File: config.mk
export PLATFORM = sky130hd
export DESIGN_NAME = rom_trap_automap_controller_unit
export DESIGN_NICKNAME = d
export VERILOG_FILES = /design/src/rtl/rtac_pkg.sv /design/src/rtl/rtac_trap_decode.sv /design/src/rtl/rom_trap_automap_controller_unit.sv
export SDC_FILE = /design/constraint.sdc
export NUM_CORES = 1
export LEC_CHECK = 0
export ABC_AREA = 0
export ABC_CLOCK_PERIOD_IN_PS = 2400
export BUFFER_PORTS_ARGS = -buffer_cell sky130_fd_sc_hd__buf_2
export CAP_MARGIN = 40
export CORE_MARGIN = 10
export CORE_UTILIZATION = 50
export CTS_BUF_LIST = sky130_fd_sc_hd__clkbuf_8 sky130_fd_sc_hd__clkbuf_16
export DETAILED_ROUTE_END_ITERATION = 7
export GPL_ROUTABILITY_DRIVEN = 0
export PLACE_DENSITY = 0.73
export SLEW_MARGIN = 20
export SYNTH_ARGS = -nofsm -noshare
export SYNTH_HDL_FRONTEND = slang
export SYNTH_SLANG_ARGS = --single-unit
File: constraint.sdc
create_clock -name aclk -period 2.4 [get_ports aclk]
set_input_delay 0.36 -clock aclk [delete_from_list [all_inputs] [get_ports aclk]]
set_output_delay 0.36 -clock aclk [all_outputs]
set_load 0.02 [all_outputs]
File: src/rtl/rtac_pkg.sv
`default_nettype none

package rtac_pkg;

    // Event selector carried on s_tuser
    typedef enum logic [3:0] {
        OP_FETCH        = 4'd0,
        OP_RETN_TICK    = 4'd1,
        OP_RETN_DONE    = 4'd2,
        OP_RETN_NOW     = 4'd3,
        OP_NMI_BUTTON   = 4'd4,
        OP_CTRL_WRITE   = 4'd5,
        OP_CTRL_READ    = 4'd6,
        OP_CLEAR_MAPRAM = 4'd7,
        OP_SET_ENABLES  = 4'd8,
        OP_MAP_QUERY    = 4'd9
    } op_t;

    // Configuration register indexes
    localparam logic [2:0] CFG_RST_ENABLE   = 3'd0;
    localparam logic [2:0] CFG_RST_MAIN     = 3'd1;
    localparam logic [2:0] CFG_RST_INSTANT  = 3'd2;
    localparam logic [2:0] CFG_SPECIAL      = 3'd3;

    localparam logic [7:0] RST_ENABLE_RESET  = 8'h83;
    localparam logic [7:0] RST_MAIN_RESET    = 8'h01;
    localparam logic [7:0] RST_INSTANT_RESET = 8'h00;
    localparam logic [7:0] SPECIAL_RESET     = 8'hCD;

    // Special entry enable bits
    localparam int SP_NMI_DELAYED = 0;
    localparam int SP_NMI_INSTANT = 1;
    localparam int SP_TAPE_0      = 2;
    localparam int SP_TAPE_1      = 3;
    localparam int SP_TAPE_2      = 4;
    localparam int SP_TAPE_3      = 5;
    localparam int SP_UNMAP       = 6;
    localparam int SP_WILDCARD    = 7;

    localparam logic [15:0] NMI_VECTOR   = 16'h0066;
    localparam logic [15:0] TAPE_ADDR_0  = 16'h04C6;
    localparam logic [15:0] TAPE_ADDR_1  = 16'h0562;
    localparam logic [15:0] TAPE_ADDR_2  = 16'h04D7;
    localparam logic [15:0] TAPE_ADDR_3  = 16'h056A;
    localparam logic [7:0]  WILDCARD_HI  = 8'h3D;
    localparam logic [15:0] UNMAP_LOW    = 16'h1FF8;
    localparam logic [15:0] UNMAP_HIGH   = 16'h1FFF;
    localparam logic [15:0] SLOT1_BASE   = 16'h2000;
    localparam logic [15:0] SLOT2_BASE   = 16'h4000;
    localparam logic [3:0]  LOWER_PAGE   = 4'd3;

    typedef struct packed {
        logic [7:0] rst_enable;
        logic [7:0] rst_main;
        logic [7:0] rst_instant;
        logic [7:0] special;
    } trap_cfg_t;

    typedef struct packed {
        logic inst;
        logic del;
        logic off;
    } trap_hit_t;

endpackage

`default_nettype wire

File: src/rtl/rtac_trap_decode.sv
`default_nettype none

module rtac_trap_decode (
    input  wire logic [15:0]        pc,
    input  wire logic               main_ok,
    input  wire logic               rom3_ok,
    input  wire logic               nmi_latch,
    input  wire rtac_pkg::trap_cfg_t cfg,
    output rtac_pkg::trap_hit_t     hit
);
    import rtac_pkg::*;

    logic [7:0] rst_match;
    logic       rst_hit;
    logic       rst_gate;
    logic       rst_inst;
    logic       sp_inst;
    logic       sp_del;
    logic       sp_off;
    logic       tape_hit;

    // Vectors sit at distinct addresses, so at most one can match
    always_comb begin
        for (int i = 0; i < 8; i++) begin
            rst_match[i] = cfg.rst_enable[i] && (pc == 16'(i * 8));
        end
    end

    assign rst_hit  = |rst_match;
    assign rst_gate = (|(rst_match & cfg.rst_main)) ? main_ok : rom3_ok;
    assign rst_inst = |(rst_match & cfg.rst_instant);

    assign tape_hit = rom3_ok && (
        (cfg.special[SP_TAPE_0] && pc == TAPE_ADDR_0) ||
        (cfg.special[SP_TAPE_1] && pc == TAPE_ADDR_1) ||
        (cfg.special[SP_TAPE_2] && pc == TAPE_ADDR_2) ||
        (cfg.special[SP_TAPE_3] && pc == TAPE_ADDR_3));

    always_comb begin
        sp_inst = 1'b0;
        sp_del  = tape_hit;
        if (pc == NMI_VECTOR && nmi_latch && main_ok) begin
            sp_inst = cfg.special[SP_NMI_INSTANT];
            sp_del  = tape_hit || cfg.special[SP_NMI_DELAYED];
        end
        if (cfg.special[SP_WILDCARD] && pc[15:8] == WILDCARD_HI && rom3_ok) begin
            sp_inst = 1'b1;
        end
        sp_off = cfg.special[SP_UNMAP] && pc >= UNMAP_LOW && pc <= UNMAP_HIGH && main_ok;
    end

    // A vector hit masks the special entries
    always_comb begin
        if (rst_hit) begin
            hit.inst = rst_gate && rst_inst;
            hit.del  = rst_gate && !rst_inst;
            hit.off  = 1'b0;
        end else begin
            hit.inst = sp_inst;
            hit.del  = sp_del;
            hit.off  = sp_off;
        end
    end

endmodule

`default_nettype wire

File: src/rtl/rom_trap_automap_controller_unit.sv
`default_nettype none

// Channel  | Handshake        | Payload (low bit up)
// ---------+------------------+----------------------------------------------
// s_       | s_tvalid/tready  | tuser: op; tdata: address, data, override_main,
//          |                  |   override_rom3, rom3_selected, layer2_read_map,
//          |                  |   retn_flag, port_enable_value, automap_enable_value
// m_       | m_tvalid/tready  | tdata: read_data, automap, hold_flag, nmi_latched,
//          |                  |   overlay_active, ram_mapped, read_only, ram_page,
//          |                  |   from_rom
// cfg_     | cfg_wr_en        | cfg_index selects register, cfg_wdata value
//
// One transaction per cycle sustained while m_tready stays high. A result is
// presented after its input transaction passes the input register, then the result register.
// The state update and all address compares sit between those two registers.
// Reset (aresetn low, synchronous) empties both stages and loads state and
// configuration defaults. A stalled result holds in place; the input register
// still takes one transaction while empty, then s_tready drops until it drains.
module rom_trap_automap_controller_unit (
    input  wire logic        aclk,
    input  wire logic        aresetn,

    input  wire logic        s_tvalid,
    output logic             s_tready,
    input  wire logic [3:0]  s_tuser,   // op
    input  wire logic [31:0] s_tdata,   // address[15:0], data[23:16], override_main[24],
                                        // override_rom3[25], rom3_selected[26],
                                        // layer2_read_map[27], retn_flag[28],
                                        // port_enable_value[29], automap_enable_value[30]

    output logic             m_tvalid,
    input  wire logic        m_tready,
    output logic [23:0]      m_tdata,   // read_data[7:0], automap[8], hold_flag[9],
                                        // nmi_latched[10], overlay_active[11],
                                        // ram_mapped[12], read_only[13],
                                        // ram_page[17:14], from_rom[18]

    input  wire logic        cfg_wr_en,
    input  wire logic [2:0]  cfg_index,
    input  wire logic [7:0]  cfg_wdata
);
    import rtac_pkg::*;

    // Configuration registers
    trap_cfg_t   cfg_reg;

    always_ff @(posedge aclk) begin
        if (!aresetn) begin
            cfg_reg.rst_enable  <= RST_ENABLE_RESET;
            cfg_reg.rst_main    <= RST_MAIN_RESET;
            cfg_reg.rst_instant <= RST_INSTANT_RESET;
            cfg_reg.special     <= SPECIAL_RESET;
        end else if (cfg_wr_en) begin
            case (cfg_index)
                CFG_RST_ENABLE:  cfg_reg.rst_enable  <= cfg_wdata;
                CFG_RST_MAIN:    cfg_reg.rst_main    <= cfg_wdata;
                CFG_RST_INSTANT: cfg_reg.rst_instant <= cfg_wdata;
                CFG_SPECIAL:     cfg_reg.special     <= cfg_wdata;
                default: begin
                    // drop writes to unknown indexes
                end
            endcase
        end
    end

    // Input register stage
    logic        in_valid_reg;
    logic [3:0]  in_op_reg;
    logic [31:0] in_data_reg;
    logic        out_valid_reg;
    logic [23:0] out_data_reg;
    logic        advance;

    // Process the held item when the result register is free or draining
    assign advance  = in_valid_reg && (!out_valid_reg || m_tready);
    assign s_tready = !in_valid_reg || advance;

    always_ff @(posedge aclk) begin
        if (!aresetn) begin
            in_valid_reg <= 1'b0;
        end else if (s_tready) begin
            in_valid_reg <= s_tvalid;
        end
    end

    always_ff @(posedge aclk) begin
        if (s_tready && s_tvalid) begin
            in_op_reg   <= s_tuser;
            in_data_reg <= s_tdata;
        end
    end

    // Unpack the held item
    logic [15:0] addr;
    logic [7:0]  wdata;
    logic        ov_main, ov_rom3, rom3_on, l2_map, rseen, pe_val, ae_val;

    assign addr     = in_data_reg[15:0];
    assign wdata    = in_data_reg[23:16];
    assign ov_main  = in_data_reg[24];
    assign ov_rom3  = in_data_reg[25];
    assign rom3_on  = in_data_reg[26];
    assign l2_map   = in_data_reg[27];
    assign rseen    = in_data_reg[28];
    assign pe_val   = in_data_reg[29];
    assign ae_val   = in_data_reg[30];

    // Block state
    logic       conmem_reg,   conmem_next;
    logic       mapram_reg,   mapram_next;
    logic [3:0] bank_reg,     bank_next;
    logic       automap_reg,  automap_next;
    logic       hold_reg,     hold_next;
    logic       held_reg,     held_next;
    logic       nmi_reg,      nmi_next;
    logic       retn_reg,     retn_next;
    logic       port_en_reg,  port_en_next;
    logic       auto_en_reg,  auto_en_next;

    logic       enabled;
    logic       rom3_ok;
    logic       nmi_eff;
    trap_hit_t  hit;

    assign enabled = port_en_reg && auto_en_reg;
    assign rom3_ok = ov_main && ov_rom3 && !l2_map && rom3_on;
    // Hold latch set after the transfer masks the NMI button latch
    assign nmi_eff = nmi_reg && !hold_reg;

    rtac_trap_decode u_decode (
        .pc        (addr),
        .main_ok   (ov_main),
        .rom3_ok   (rom3_ok),
        .nmi_latch (nmi_eff),
        .cfg       (cfg_reg),
        .hit       (hit)
    );

    // Query decode
    logic q_low, q_slot1;
    assign q_low   = addr < SLOT1_BASE;
    assign q_slot1 = !q_low && addr < SLOT2_BASE;

    logic [7:0] rd_val;
    logic       rm_val, ro_val, fr_val;
    logic [3:0] pg_val;

    always_comb begin
        conmem_next  = conmem_reg;
        mapram_next  = mapram_reg;
        bank_next    = bank_reg;
        automap_next = automap_reg;
        hold_next    = hold_reg;
        held_next    = held_reg;
        nmi_next     = nmi_reg;
        retn_next    = retn_reg;
        port_en_next = port_en_reg;
        auto_en_next = auto_en_reg;
        rd_val = '0;
        rm_val = 1'b0;
        ro_val = 1'b0;
        pg_val = '0;
        fr_val = 1'b0;

        case (op_t'(in_op_reg))
            OP_FETCH: begin
                if (enabled) begin
                    held_next    = hold_reg;
                    nmi_next     = nmi_eff;
                    hold_next    = hit.inst || hit.del || (hold_reg && !hit.off);
                    automap_next = hold_reg || hit.inst;
                end
            end
            OP_RETN_TICK: begin
                if (retn_reg) begin
                    automap_next = 1'b0;
                    hold_next    = 1'b0;
                    held_next    = 1'b0;
                    nmi_next     = 1'b0;
                    retn_next    = 1'b0;
                end
                if (rseen) begin
                    retn_next = 1'b1;
                end
            end
            OP_RETN_DONE: begin
                if (retn_reg) begin
                    automap_next = 1'b0;
                    hold_next    = 1'b0;
                    held_next    = 1'b0;
                    nmi_next     = 1'b0;
                    retn_next    = 1'b0;
                end
            end
            OP_RETN_NOW: begin
                automap_next = 1'b0;
                hold_next    = 1'b0;
                held_next    = 1'b0;
                nmi_next     = 1'b0;
                retn_next    = 1'b0;
            end
            OP_NMI_BUTTON: begin
                nmi_next = 1'b1;
            end
            OP_CTRL_WRITE: begin
                conmem_next = wdata[7];
                mapram_next = mapram_reg || wdata[6];   // sticky until cleared
                bank_next   = wdata[3:0];
            end
            OP_CTRL_READ: begin
                rd_val = {conmem_reg, mapram_reg, 2'b00, bank_reg};
            end
            OP_CLEAR_MAPRAM: begin
                mapram_next = 1'b0;
            end
            OP_SET_ENABLES: begin
                port_en_next = pe_val;
                auto_en_next = ae_val;
                // Falling edge of the combined enable clears the pipeline
                if (enabled && !(pe_val && ae_val)) begin
                    automap_next = 1'b0;
                    hold_next    = 1'b0;
                    held_next    = 1'b0;
                    nmi_next     = 1'b0;
                    retn_next    = 1'b0;
                end
            end
            OP_MAP_QUERY: begin
                rm_val = (conmem_reg || automap_reg) &&
                         ((q_low && mapram_reg) || q_slot1);
                ro_val = q_low || (q_slot1 && mapram_reg && bank_reg == LOWER_PAGE);
                pg_val = q_low ? LOWER_PAGE : bank_reg;
                fr_val = q_low && !mapram_reg;
            end
            default: begin
                // unused codes only report status
            end
        endcase
    end

    always_ff @(posedge aclk) begin
        if (!aresetn) begin
            conmem_reg  <= 1'b0;
            mapram_reg  <= 1'b0;
            bank_reg    <= '0;
            automap_reg <= 1'b0;
            hold_reg    <= 1'b0;
            held_reg    <= 1'b0;
            nmi_reg     <= 1'b0;
            retn_reg    <= 1'b0;
            port_en_reg <= 1'b1;
            auto_en_reg <= 1'b0;
        end else if (advance) begin
            conmem_reg  <= conmem_next;
            mapram_reg  <= mapram_next;
            bank_reg    <= bank_next;
            automap_reg <= automap_next;
            hold_reg    <= hold_next;
            held_reg    <= held_next;
            nmi_reg     <= nmi_next;
            retn_reg    <= retn_next;
            port_en_reg <= port_en_next;
            auto_en_reg <= auto_en_next;
        end
    end

    // Result register: hold while the sink stalls
    always_ff @(posedge aclk) begin
        if (!aresetn) begin
            out_valid_reg <= 1'b0;
        end else if (advance) begin
            out_valid_reg <= 1'b1;
        end else if (m_tready) begin
            out_valid_reg <= 1'b0;
        end
    end

    always_ff @(posedge aclk) begin
        if (advance) begin
            out_data_reg <= {5'b00000, fr_val, pg_val, ro_val, rm_val,
                             conmem_next || automap_next, nmi_next,
                             hold_next, automap_next, rd_val};
        end
    end

    assign m_tvalid = out_valid_reg;
    assign m_tdata  = out_data_reg;

    // The held latch is only ever set together with automap
    a_held_implies_automap: assert property (@(posedge aclk) disable iff (!aresetn)
        held_reg |-> automap_reg)
        else $error("held latch set without automap");

    // An immediate RETN clear empties the whole latch pipeline
    a_retn_now_clears: assert property (@(posedge aclk) disable iff (!aresetn)
        (advance && in_op_reg == OP_RETN_NOW) |=>
            (!automap_reg && !hold_reg && !held_reg && !nmi_reg && !retn_reg))
        else $error("RETN clear left pipeline state");

    // A fetch while disabled leaves the latches untouched
    a_disabled_fetch: assert property (@(posedge aclk) disable iff (!aresetn)
        (advance && in_op_reg == OP_FETCH && !enabled) |=>
            ($stable(hold_reg) && $stable(automap_reg) && $stable(held_reg)))
        else $error("fetch changed state while disabled");

    // An empty input stage always takes a transaction
    a_empty_ready: assert property (@(posedge aclk) disable iff (!aresetn)
        !in_valid_reg |-> s_tready)
        else $error("input stage empty but not ready");

endmodule

`default_nettype wire
==> key figures, run 1 <==
STA
  – Skew final: 16.5 ps
  – Rel. slew slack: 60.3%
  – Tcrit/Tclk final: 89.6%
  – Hold Fails Final Rpt: 0
  – RSZ-0062 raised after global routing: false
  – Max-slew violations: 0
  – Peak Freq: 0.465 GHz
  – Worst hold slack: 158 ps
  – Worst-margin pin slew: 596 ps
  – Min Tclk post-route: 2150 ps
  – Final setup vio count: 0
  – Sum Neg Setup Slack: 0 ps
  – Final WS setup: 249 ps

Detailed routing
  – Post-DR wirelength/cell: 15.7 um
  – Mean number of vias per cell: 5.41
  – 1st-iter DRT viols: 232
  – Pre-antenna DRT Iters: 5
  – Post-route DRC: 0
  – Detailed-route via count: 3124
  – Routed Antenna Nets: 0
  – Routed Wire Length: 9.06 mm

Synth
  – Synthesized instance count: 396
  – Cell area after synthesis: 4180 um2
  – Post-synth ARST share: 0%
  – Post-synth EDFFs: 50
  – Primary FF master, synth: edfxtp_1
  – Seq cells post-synth: 96
  – Leading post-synthesis cells by cell area: edfxtp_1 36%, dfxtp_1 22%, nand2_1 7.9%, a21boi_0 4.3%, mux2i_1 2.6%
  – Synth Warn #: 0
  – Post-Syn Area per Cell: 10.5 um2
  – Area share of the largest cell type after synthesis: 35.9%
  – Yosys top cell by area: edfxtp_1
  – Post-synthesis sequential area ratio: 58.0%
  – Unique masters post-synth: 53

Status
  – Outcome: complete, no violations

Worst setup path
  – Cell Chain, Critical Path: buf_4 -> mux4_2 -> o211ai_1 -> a21o_2 -> a2111oi_2 -> o21ai_1
  – Buf/Inv on CP: 1
  – Crit path capture type: flop
  – Crit path DAT: 2270 ps
  – Worst path slowest cell: edfxtp_1
  – Worst Path Required: 2520 ps
  – Crit Path Max Fanout: 6
  – Max incr delay on CP: 520 ps
  – Element type at the critical path start: flop
  – CP delay by family, top: compound AO/OA/AOI/OAI gates
  – Critical path start-end classification: flop to flop

CTS
  – H-tree depth reported by CTS: 3
  – CTS tree: yes
  – Worst-Skew Late Latency: 370 ps
  – Sink Count: 96
  – Worst-path clk slew: 100 ps
  – Max clock buf depth: 2
  – Root Buffer: clkbuf_8
  – CTS Buf Count: 9

Die
  – Floorplan die width: 111 um
  – Die Area: 12400 um2
  – Die height: 111 um
  – # rows: 33
  – Initial core utilization: 51.1%
  – Area of the core: 8180 um2
  – IO Pins: 78

Placement
  – # port buffers: 67
  – Hpwl dp: 6.79 mm
  – Placed Area: 4600 um2
  – Worst slack, placed: 160 ps

Layout
  – Fill cells: 719
  – Layout cells sized above 1: 22.5%
  – Area grow syn2layout: 14.8%
  – Nets: 519
  – Largest register FFs: 32
  – Post-route cell area: 4800 um2
  – ANT cells: 0

Global routing
  – Global route overflow: 0
  – Largest net degree at the start of global routing: 36
  – Vias in the first global route: 3128
  – First-pass GRT wire length: 15.0 mm
  – Antenna violations before repair: 0
  – Gr usage total: 14.5%

Pwr
  – VDD IR max: 0.000336 V
  – Pleak: 1.82 nW
  – Power per cell area: 640 nW/um2

Flow run
  – Total of max-cap violations: 0

Worst hold path
  – Hold WC Path Type: primary input to flop
## worst register-to-register path, stage by stage, from the launching register on
cell and delay, ps:
edfxtp_1 520, buf_4 190, mux4_2 360, o211ai_1 100
a21o_2 240, a2111oi_2 400, o21ai_1 90
## stage by stage
step	instances	total power, mW	util, %
3_5_place_dp	559	2.12	56.2
3_3_place_gp	559	2.11	56.2
5_1_grt	577	3.21	58.7
4_1_cts	575	3.09	58.5
2_1_floorplan	402	2.02	-
6_report	577	3.07	58.7
## layout by cell type, fill, tap and decap left out, types with 3 or more instances in the layout
cell       n
nand2_1   88
buf_2     67
edfxtp_1  50
dfxtp_1   46
a21boi_0  24
nand3_1   19
nor2_1    17
nor2b_1   11
mux2i_1   11
and2_1    10
o21ai_0    9
a21oi_1    9
nand4_1    9
clkbuf_8   9
buf_4      9
nor3_1     7
conb_1     7
or3_1      4
a31oi_1    4
and3_1     4
o21a_1     4
nand2b_1   3
or2_2      3
and3b_1    3
mux4_2     3
nor4bb_1   3
inv_6      3
## worst paths after layout
check                      start              end  slack [ps]  cells after the start
setup / recovery  in_data_reg[3]       m_tdata[9]         250                      6
hold / removal       s_tdata[22]  in_data_reg[22]         160                      1
setup reg to reg  in_data_reg[3]       m_tdata[9]         250                      6
hold reg to reg      cfg_reg[21]      cfg_reg[21]         470                      2
## layer usage
layer | wire length, um | vias up | global-route usage [%]
met2 | 4180 | 110 | 22.3
met3 | 628 | 10 | 3.81
met1 | 4110 | 1448 | 19.0
met5 | 0 | - | 0
li1 | - | 1556 | -
met4 | 140 | 0 | 5.83
## synth_stat cells (2+ instances only)
| cell type | instances |
|---|---|
| a21oi_1 | 9 |
| mux4_2 | 3 |
| o21ai_1 | 2 |
| nand3b_1 | 2 |
| or3_1 | 4 |
| nor4bb_1 | 3 |
| nand4b_1 | 2 |
| o21a_1 | 4 |
| and2_1 | 10 |
| a21boi_0 | 24 |
| nor2_1 | 17 |
| buf_4 | 8 |
| nand3_1 | 19 |
| nand2_1 | 88 |
| dfxtp_1 | 46 |
| nor2b_1 | 11 |
| and3_1 | 4 |
| buf_2 | 3 |
| clkbuf_1 | 10 |
| nor3_1 | 7 |
| nor3b_1 | 2 |
| nand4_1 | 9 |
| or2_2 | 3 |
| a31oi_1 | 4 |
| edfxtp_1 | 50 |
| nor4_1 | 2 |
| o211ai_1 | 2 |
| nand2b_1 | 3 |
| and3b_1 | 3 |
| o21ai_0 | 9 |
| mux2i_1 | 11 |
## where the power goes
group	switching, mW	total [mW]	internal, mW
combinational	0.140	0.239	0.0982
sequential	0.0507	1.84	1.79
clock	0.592	0.988	0.396
## layout make-up
cell class	count	area, um2	share of cell area (%)
sequential	96	2420	50.5
multi-input combinational	282	1650	34.3
timing repair buffer	76	403	8.40
tap	105	131	2.74
clock buffer	9	124	2.58
clock inverter	7	61.3	1.28
inverter	2	7.51	0.157
## cell families after synthesis
kind of cell | Yosys count | synth area share [%]
other | 1 | 0.0898
muxes | 15 | 4.52
DFF | 96 | 58.0
and+or+nand+nor | 195 | 23.2
buffers and inverters | 24 | 3.14
AOI/OAI and AO/OA | 65 | 11.1
## repair_timing
| action | CTS | global route |
|---|---|---|
| setup endpoints to repair | 0 | 1 |
| buffers inserted | 0 | 2 |
| resized for setup | 0 | 0 |
| hold buffers | 0 | 0 |
Note: power is estimated with default switching activity, not from simulation.
==> run 2: changes to the inputs <==
==> constraint.sdc (replaced) <==
create_clock -name aclk -period 2.4 [get_ports aclk]
set_input_delay 0.48 -clock aclk [delete_from_list [all_inputs] [get_ports aclk]]
set_output_delay 0.48 -clock aclk [all_outputs]
set_load 0.02 [all_outputs]
==> run 2 against run 1 <==
Compared with the run above: power up 3.6%; cell count is 0.17% higher; utilization increased by 0.40 points; via count up 1.0%; sequential power about the same; non-clock buffer count up 1; register-to-register slack got worse by 60 ps.
==> key figures, run 2 (synthesized netlist as in run 1, its figures left out) <==
Layout
  – Layout cells sized above 1: 22.6%
  – Fill cells: 689
  – Nets: 520
  – Leading cell type in the layout, fill and taps excluded: nand2_1
  – Largest register FFs: 32
  – ANT cells: 0
  – Fin util: 59.1%
  – Most frequent cells in the layout: 88 x nand2_1, 67 x buf_2, 50 x edfxtp_1
  – Area grow syn2layout: 15.6%

Flow run
  – Total of max-cap violations: 0

CTS
  – Post-CTS sizing: 0
  – CTS tree: yes
  – Sink Count: 96
  – Post-CTS setup buffer count: 0
  – H-tree depth reported by CTS: 3
  – # hold bufs at CTS: 0
  – Worst-path clk slew: 100 ps
  – Worst-Skew Late Latency: 370 ps
  – Max clock buf depth: 2
  – Root Buffer: clkbuf_8
  – CTS Buf Count: 9

Placement
  – Worst slack, placed: 120 ps
  – Hpwl dp: 6.84 mm
  – # port buffers: 67

Die
  – # rows: 33
  – Die height: 111 um
  – Floorplan die width: 111 um
  – Area of the core: 8180 um2
  – Initial core utilization: 51.1%
  – Die Area: 12400 um2
  – IO Pins: 78

STA
  – Sum Neg Setup Slack: 0 ps
  – Final WS setup: 186 ps
  – RSZ-0062 raised after global routing: false
  – Skew final: 8.36 ps
  – Hold Fails Final Rpt: 0
  – Tcrit/Tclk final: 92.2%
  – Min Tclk post-route: 2210 ps
  – Max-slew violations: 0
  – Final setup vio count: 0
  – Rel. slew slack: 58.8%
  – Worst-margin pin slew: 616 ps
  – Peak Freq: 0.452 GHz

Status
  – Outcome: complete, no violations

Detailed routing
  – Post-route DRC: 0
  – Mean number of vias per cell: 5.46
  – Pre-antenna DRT Iters: 5
  – Post-DR wirelength/cell: 16.0 um
  – Routed Wire Length: 9.24 mm
  – Routed Antenna Nets: 0
  – 1st-iter DRT viols: 256
  – Detailed-route via count: 3156

Pwr
  – Pleak: 1.84 nW
  – VDD IR max: 0.000459 V
  – Power per cell area: 658 nW/um2

Global routing
  – Vias in the first global route: 3201
  – First-pass GRT wire length: 15.1 mm
  – Gr usage total: 14.6%
  – Antenna violations before repair: 0
  – Global route overflow: 0
  – Largest net degree at the start of global routing: 35

Worst setup path
  – Element type at the critical path start: flop
  – Crit path capture type: flop
  – Critical path start-end classification: flop to flop
  – Worst Path Required: 2520 ps
  – Crit path DAT: 2330 ps
  – Crit Path Max Fanout: 9

Worst hold path
  – Hold WC Path Type: primary input to flop
==> run 2: cell types whose count changed in the layout (fill, tap and decap cells not counted) <==
cell / delta
inv_6: -2
buf_4: +1
bufinv_16: +1
clkinv_4: +1
clkinvlp_4: -1
inv_8: +1
==> run 2: power breakdown <==
group	switching, mW	internal (mW)
combinational	0.142	0.0992
sequential	0.0522	1.79
clock	0.591	0.503
==> run 2: layer usage <==
layer / up-vias / share of wire (%) / GRT usage [%]
met5: - / 0 / 0
met4: 0 / 1.9 / 6.26
met3: 18 / 8.3 / 5.21
met2: 128 / 45 / 22.4
met1: 1454 / 45 / 18.2
li1: 1556 / - / -
==> run 2: worst max-delay path: stages (launching register included) <==
cell,delay [ps]
edfxtp_1,550
buf_4,230
and3b_1,200
a32oi_1,160
a31oi_1,120
a21o_2,210
a2111oi_2,400
o21ai_1,90
==> run 2: final cells by class <==
cell class,instances,area (um2),share of cell area [%]
multi-input cells,282,1650,34.1
flip-flops and latches,96,2420,50.2
well taps,105,131,2.72
inverters,2,7.51,0.155
repair buffers,77,410,8.50
clock buffers,9,124,2.57
clock inverters,7,86.3,1.79
==> run 2: path summary, 6_finish.rpt <==
kind / startpoint / to / slack [ps] / cells past startpoint
max: in_data_reg[3] / m_tdata[9] / 190 / 7
min: s_tdata[23] / in_data_reg[23] / 280 / 1
max reg2reg: in_data_reg[3] / m_tdata[9] / 190 / 7
min reg2reg: cfg_reg[5] / cfg_reg[5] / 470 / 2
==> run 2: metrics by stage <==
stage / hold slack [ps] / total power [mW] / cells / instance area [um2]
2_1_floorplan: 437 / 2.02 / 402 / 4200
3_3_place_gp: 449 / 2.11 / 559 / 4600
3_5_place_dp: 459 / 2.12 / 559 / 4600
4_1_cts: 267 / 3.20 / 575 / 4810
5_1_grt: 255 / 3.32 / 578 / 4830
6_report: 281 / 3.18 / 578 / 4830
==> run 3: changes to the inputs <==
REMOVE_ABC_BUFFERS = 1   (was default)
==> run 3 against run 2 <==
Compared with the run above: hold slack gained 1.1 ps; via count is essentially flat; non-clock buffer count grew 1; combinational power is essentially flat; highest routed layer unchanged; sequential share of layout area shrank 0.078 points; global-route usage grew 0.084 points; clock power is essentially flat; power grew 0.30%; critical path type unchanged; cell count grew 0.17%.
==> key figures, run 3 (synthesized netlist as in run 1, its figures left out) <==
Detailed routing
  – Post-DR wirelength/cell: 15.9 um
  – Post-route DRC: 0
  – Mean number of vias per cell: 5.45
  – Pre-antenna DRT Iters: 4
  – 1st-iter DRT viols: 274
  – Routed Antenna Nets: 0
  – Detailed-route via count: 3155
  – Routed Wire Length: 9.18 mm

Worst setup path
  – Worst Path Required: 2510 ps
  – Crit Path Max Fanout: 7
  – Element type at the critical path start: flop
  – Crit path capture type: flop
  – Critical path start-end classification: flop to flop
  – Crit path DAT: 2300 ps
  – Flop2flop setup slack: 210 ps

STA
  – Max-slew violations: 0
  – Worst-margin pin slew: 598 ps
  – Peak Freq: 0.458 GHz
  – Skew final: 8.96 ps
  – Rel. slew slack: 60.1%
  – Hold Fails Final Rpt: 0
  – Final WS setup: 214 ps
  – Tcrit/Tclk final: 91.1%
  – Final setup vio count: 0
  – Sum Neg Setup Slack: 0 ps
  – Worst hold slack: 282 ps
  – RSZ-0062 raised after global routing: false
  – Min Tclk post-route: 2190 ps

Pwr
  – Gate power share: 7.6%
  – Power per cell area: 659 nW/um2
  – Sequential share of power: 57.7%
  – Overall power: 3.19 mW
  – Pleak: 1.84 nW
  – Pint: 2.40 mW
  – Sw power: 793 uW
  – VDD IR max: 0.000401 V
  – Clock power frac: 34.7%
  – Switching share of power: 24.9%

CTS
  – CTS Buf Count: 9
  – Worst-Skew Late Latency: 360 ps
  – H-tree depth reported by CTS: 3
  – CTS tree: yes
  – Root Buffer: clkbuf_8
  – Max clock buf depth: 2
  – Post-CTS setup buffer count: 0
  – Sink Count: 96
  – Worst-path clk slew: 100 ps
  – Post-CTS sizing: 0
  – # hold bufs at CTS: 0

Layout
  – Layout cells sized above 1: 22.8%
  – Leading cell type in the layout, fill and taps excluded: nand2_1
  – Largest register FFs: 32
  – ANT cells: 0
  – Nets: 521
  – Area grow syn2layout: 15.8%
  – Most frequent cells in the layout: 88 x nand2_1, 67 x buf_2, 50 x edfxtp_1

Global routing
  – First-pass GRT wire length: 15.2 mm
  – Antenna violations before repair: 0
  – Global route overflow: 0
  – Largest net degree at the start of global routing: 36
  – Vias in the first global route: 3131
  – Gr usage total: 14.7%

Die
  – Area of the core: 8180 um2
  – # rows: 33
  – Floorplan die width: 111 um
  – IO Pins: 78
  – Die Area: 12400 um2
  – Initial core utilization: 51.1%
  – Die height: 111 um

Placement
  – Worst slack, placed: 154 ps
  – # port buffers: 67
  – Hpwl dp: 6.86 mm

Worst hold path
  – Hold WC Path Type: primary input to flop

Status
  – Outcome: complete, no violations

Flow run
  – Total of max-cap violations: 0
[run 3: cell count changes in the layout (fill, tap and decap cells not counted), sizes merged]
| cell | change |
|---|---|
| buf | +1 |
[run 3: area by class of cell]
type	instances	area [um2]
well taps	105	131
fillers	719	3340
flip-flops and latches	96	2420
clock buffers	9	124
clock inverters	7	86.3
inverters	2	7.51
multi-input cells	282	1650
repair buffers	78	418
[run 3: metrics by stage]
stage / instances / utilization (%) / cell area [um2]
floorplan: 380 / - / 4080
finish: 579 / 59.2 / 4840
CTS: 576 / 58.9 / 4810
global placement: 560 / 56.3 / 4600
global route: 579 / 59.2 / 4840
detailed placement: 560 / 56.3 / 4600
[run 3: layer usage]
metal | track usage (%) | vias to the layer above | part of all wire, %
li1 | - | 1555 | -
met1 | 18.6 | 1497 | 44
met2 | 23.6 | 95 | 47
met3 | 3.92 | 8 | 7.7
met4 | 5.06 | 0 | 1.1
met5 | 0 | - | 0
[run 3: worst max-delay path: stages (launching register included)]
cell and delay, ps:
edfxtp_1 370, buf_4 180, buf_4 140, mux4_2 370
o211ai_1 100, a21o_2 250, a2111oi_2 430, o21ai_1 100
[run 3: final timing paths]
| kind | startpoint | end | cells after the start |
|---|---|---|---|
| max | in_data_reg[3] | m_tdata[9] | 7 |
| min | s_tdata[30] | in_data_reg[30] | 1 |
| max reg2reg | in_data_reg[3] | m_tdata[9] | 7 |
| min reg2reg | cfg_reg[17] | cfg_reg[17] | 2 |
[run 3: power by group through the flow]
stage	combinational (mW)	clock, mW	sequential (mW)
2_1_floorplan	0.111	0	1.89
3_3_place_gp	0.230	0	1.88
3_5_place_dp	0.235	0	1.88
4_1_cts	0.236	1.12	1.84
5_1_grt	0.269	1.19	1.85
6_report	0.242	1.11	1.84
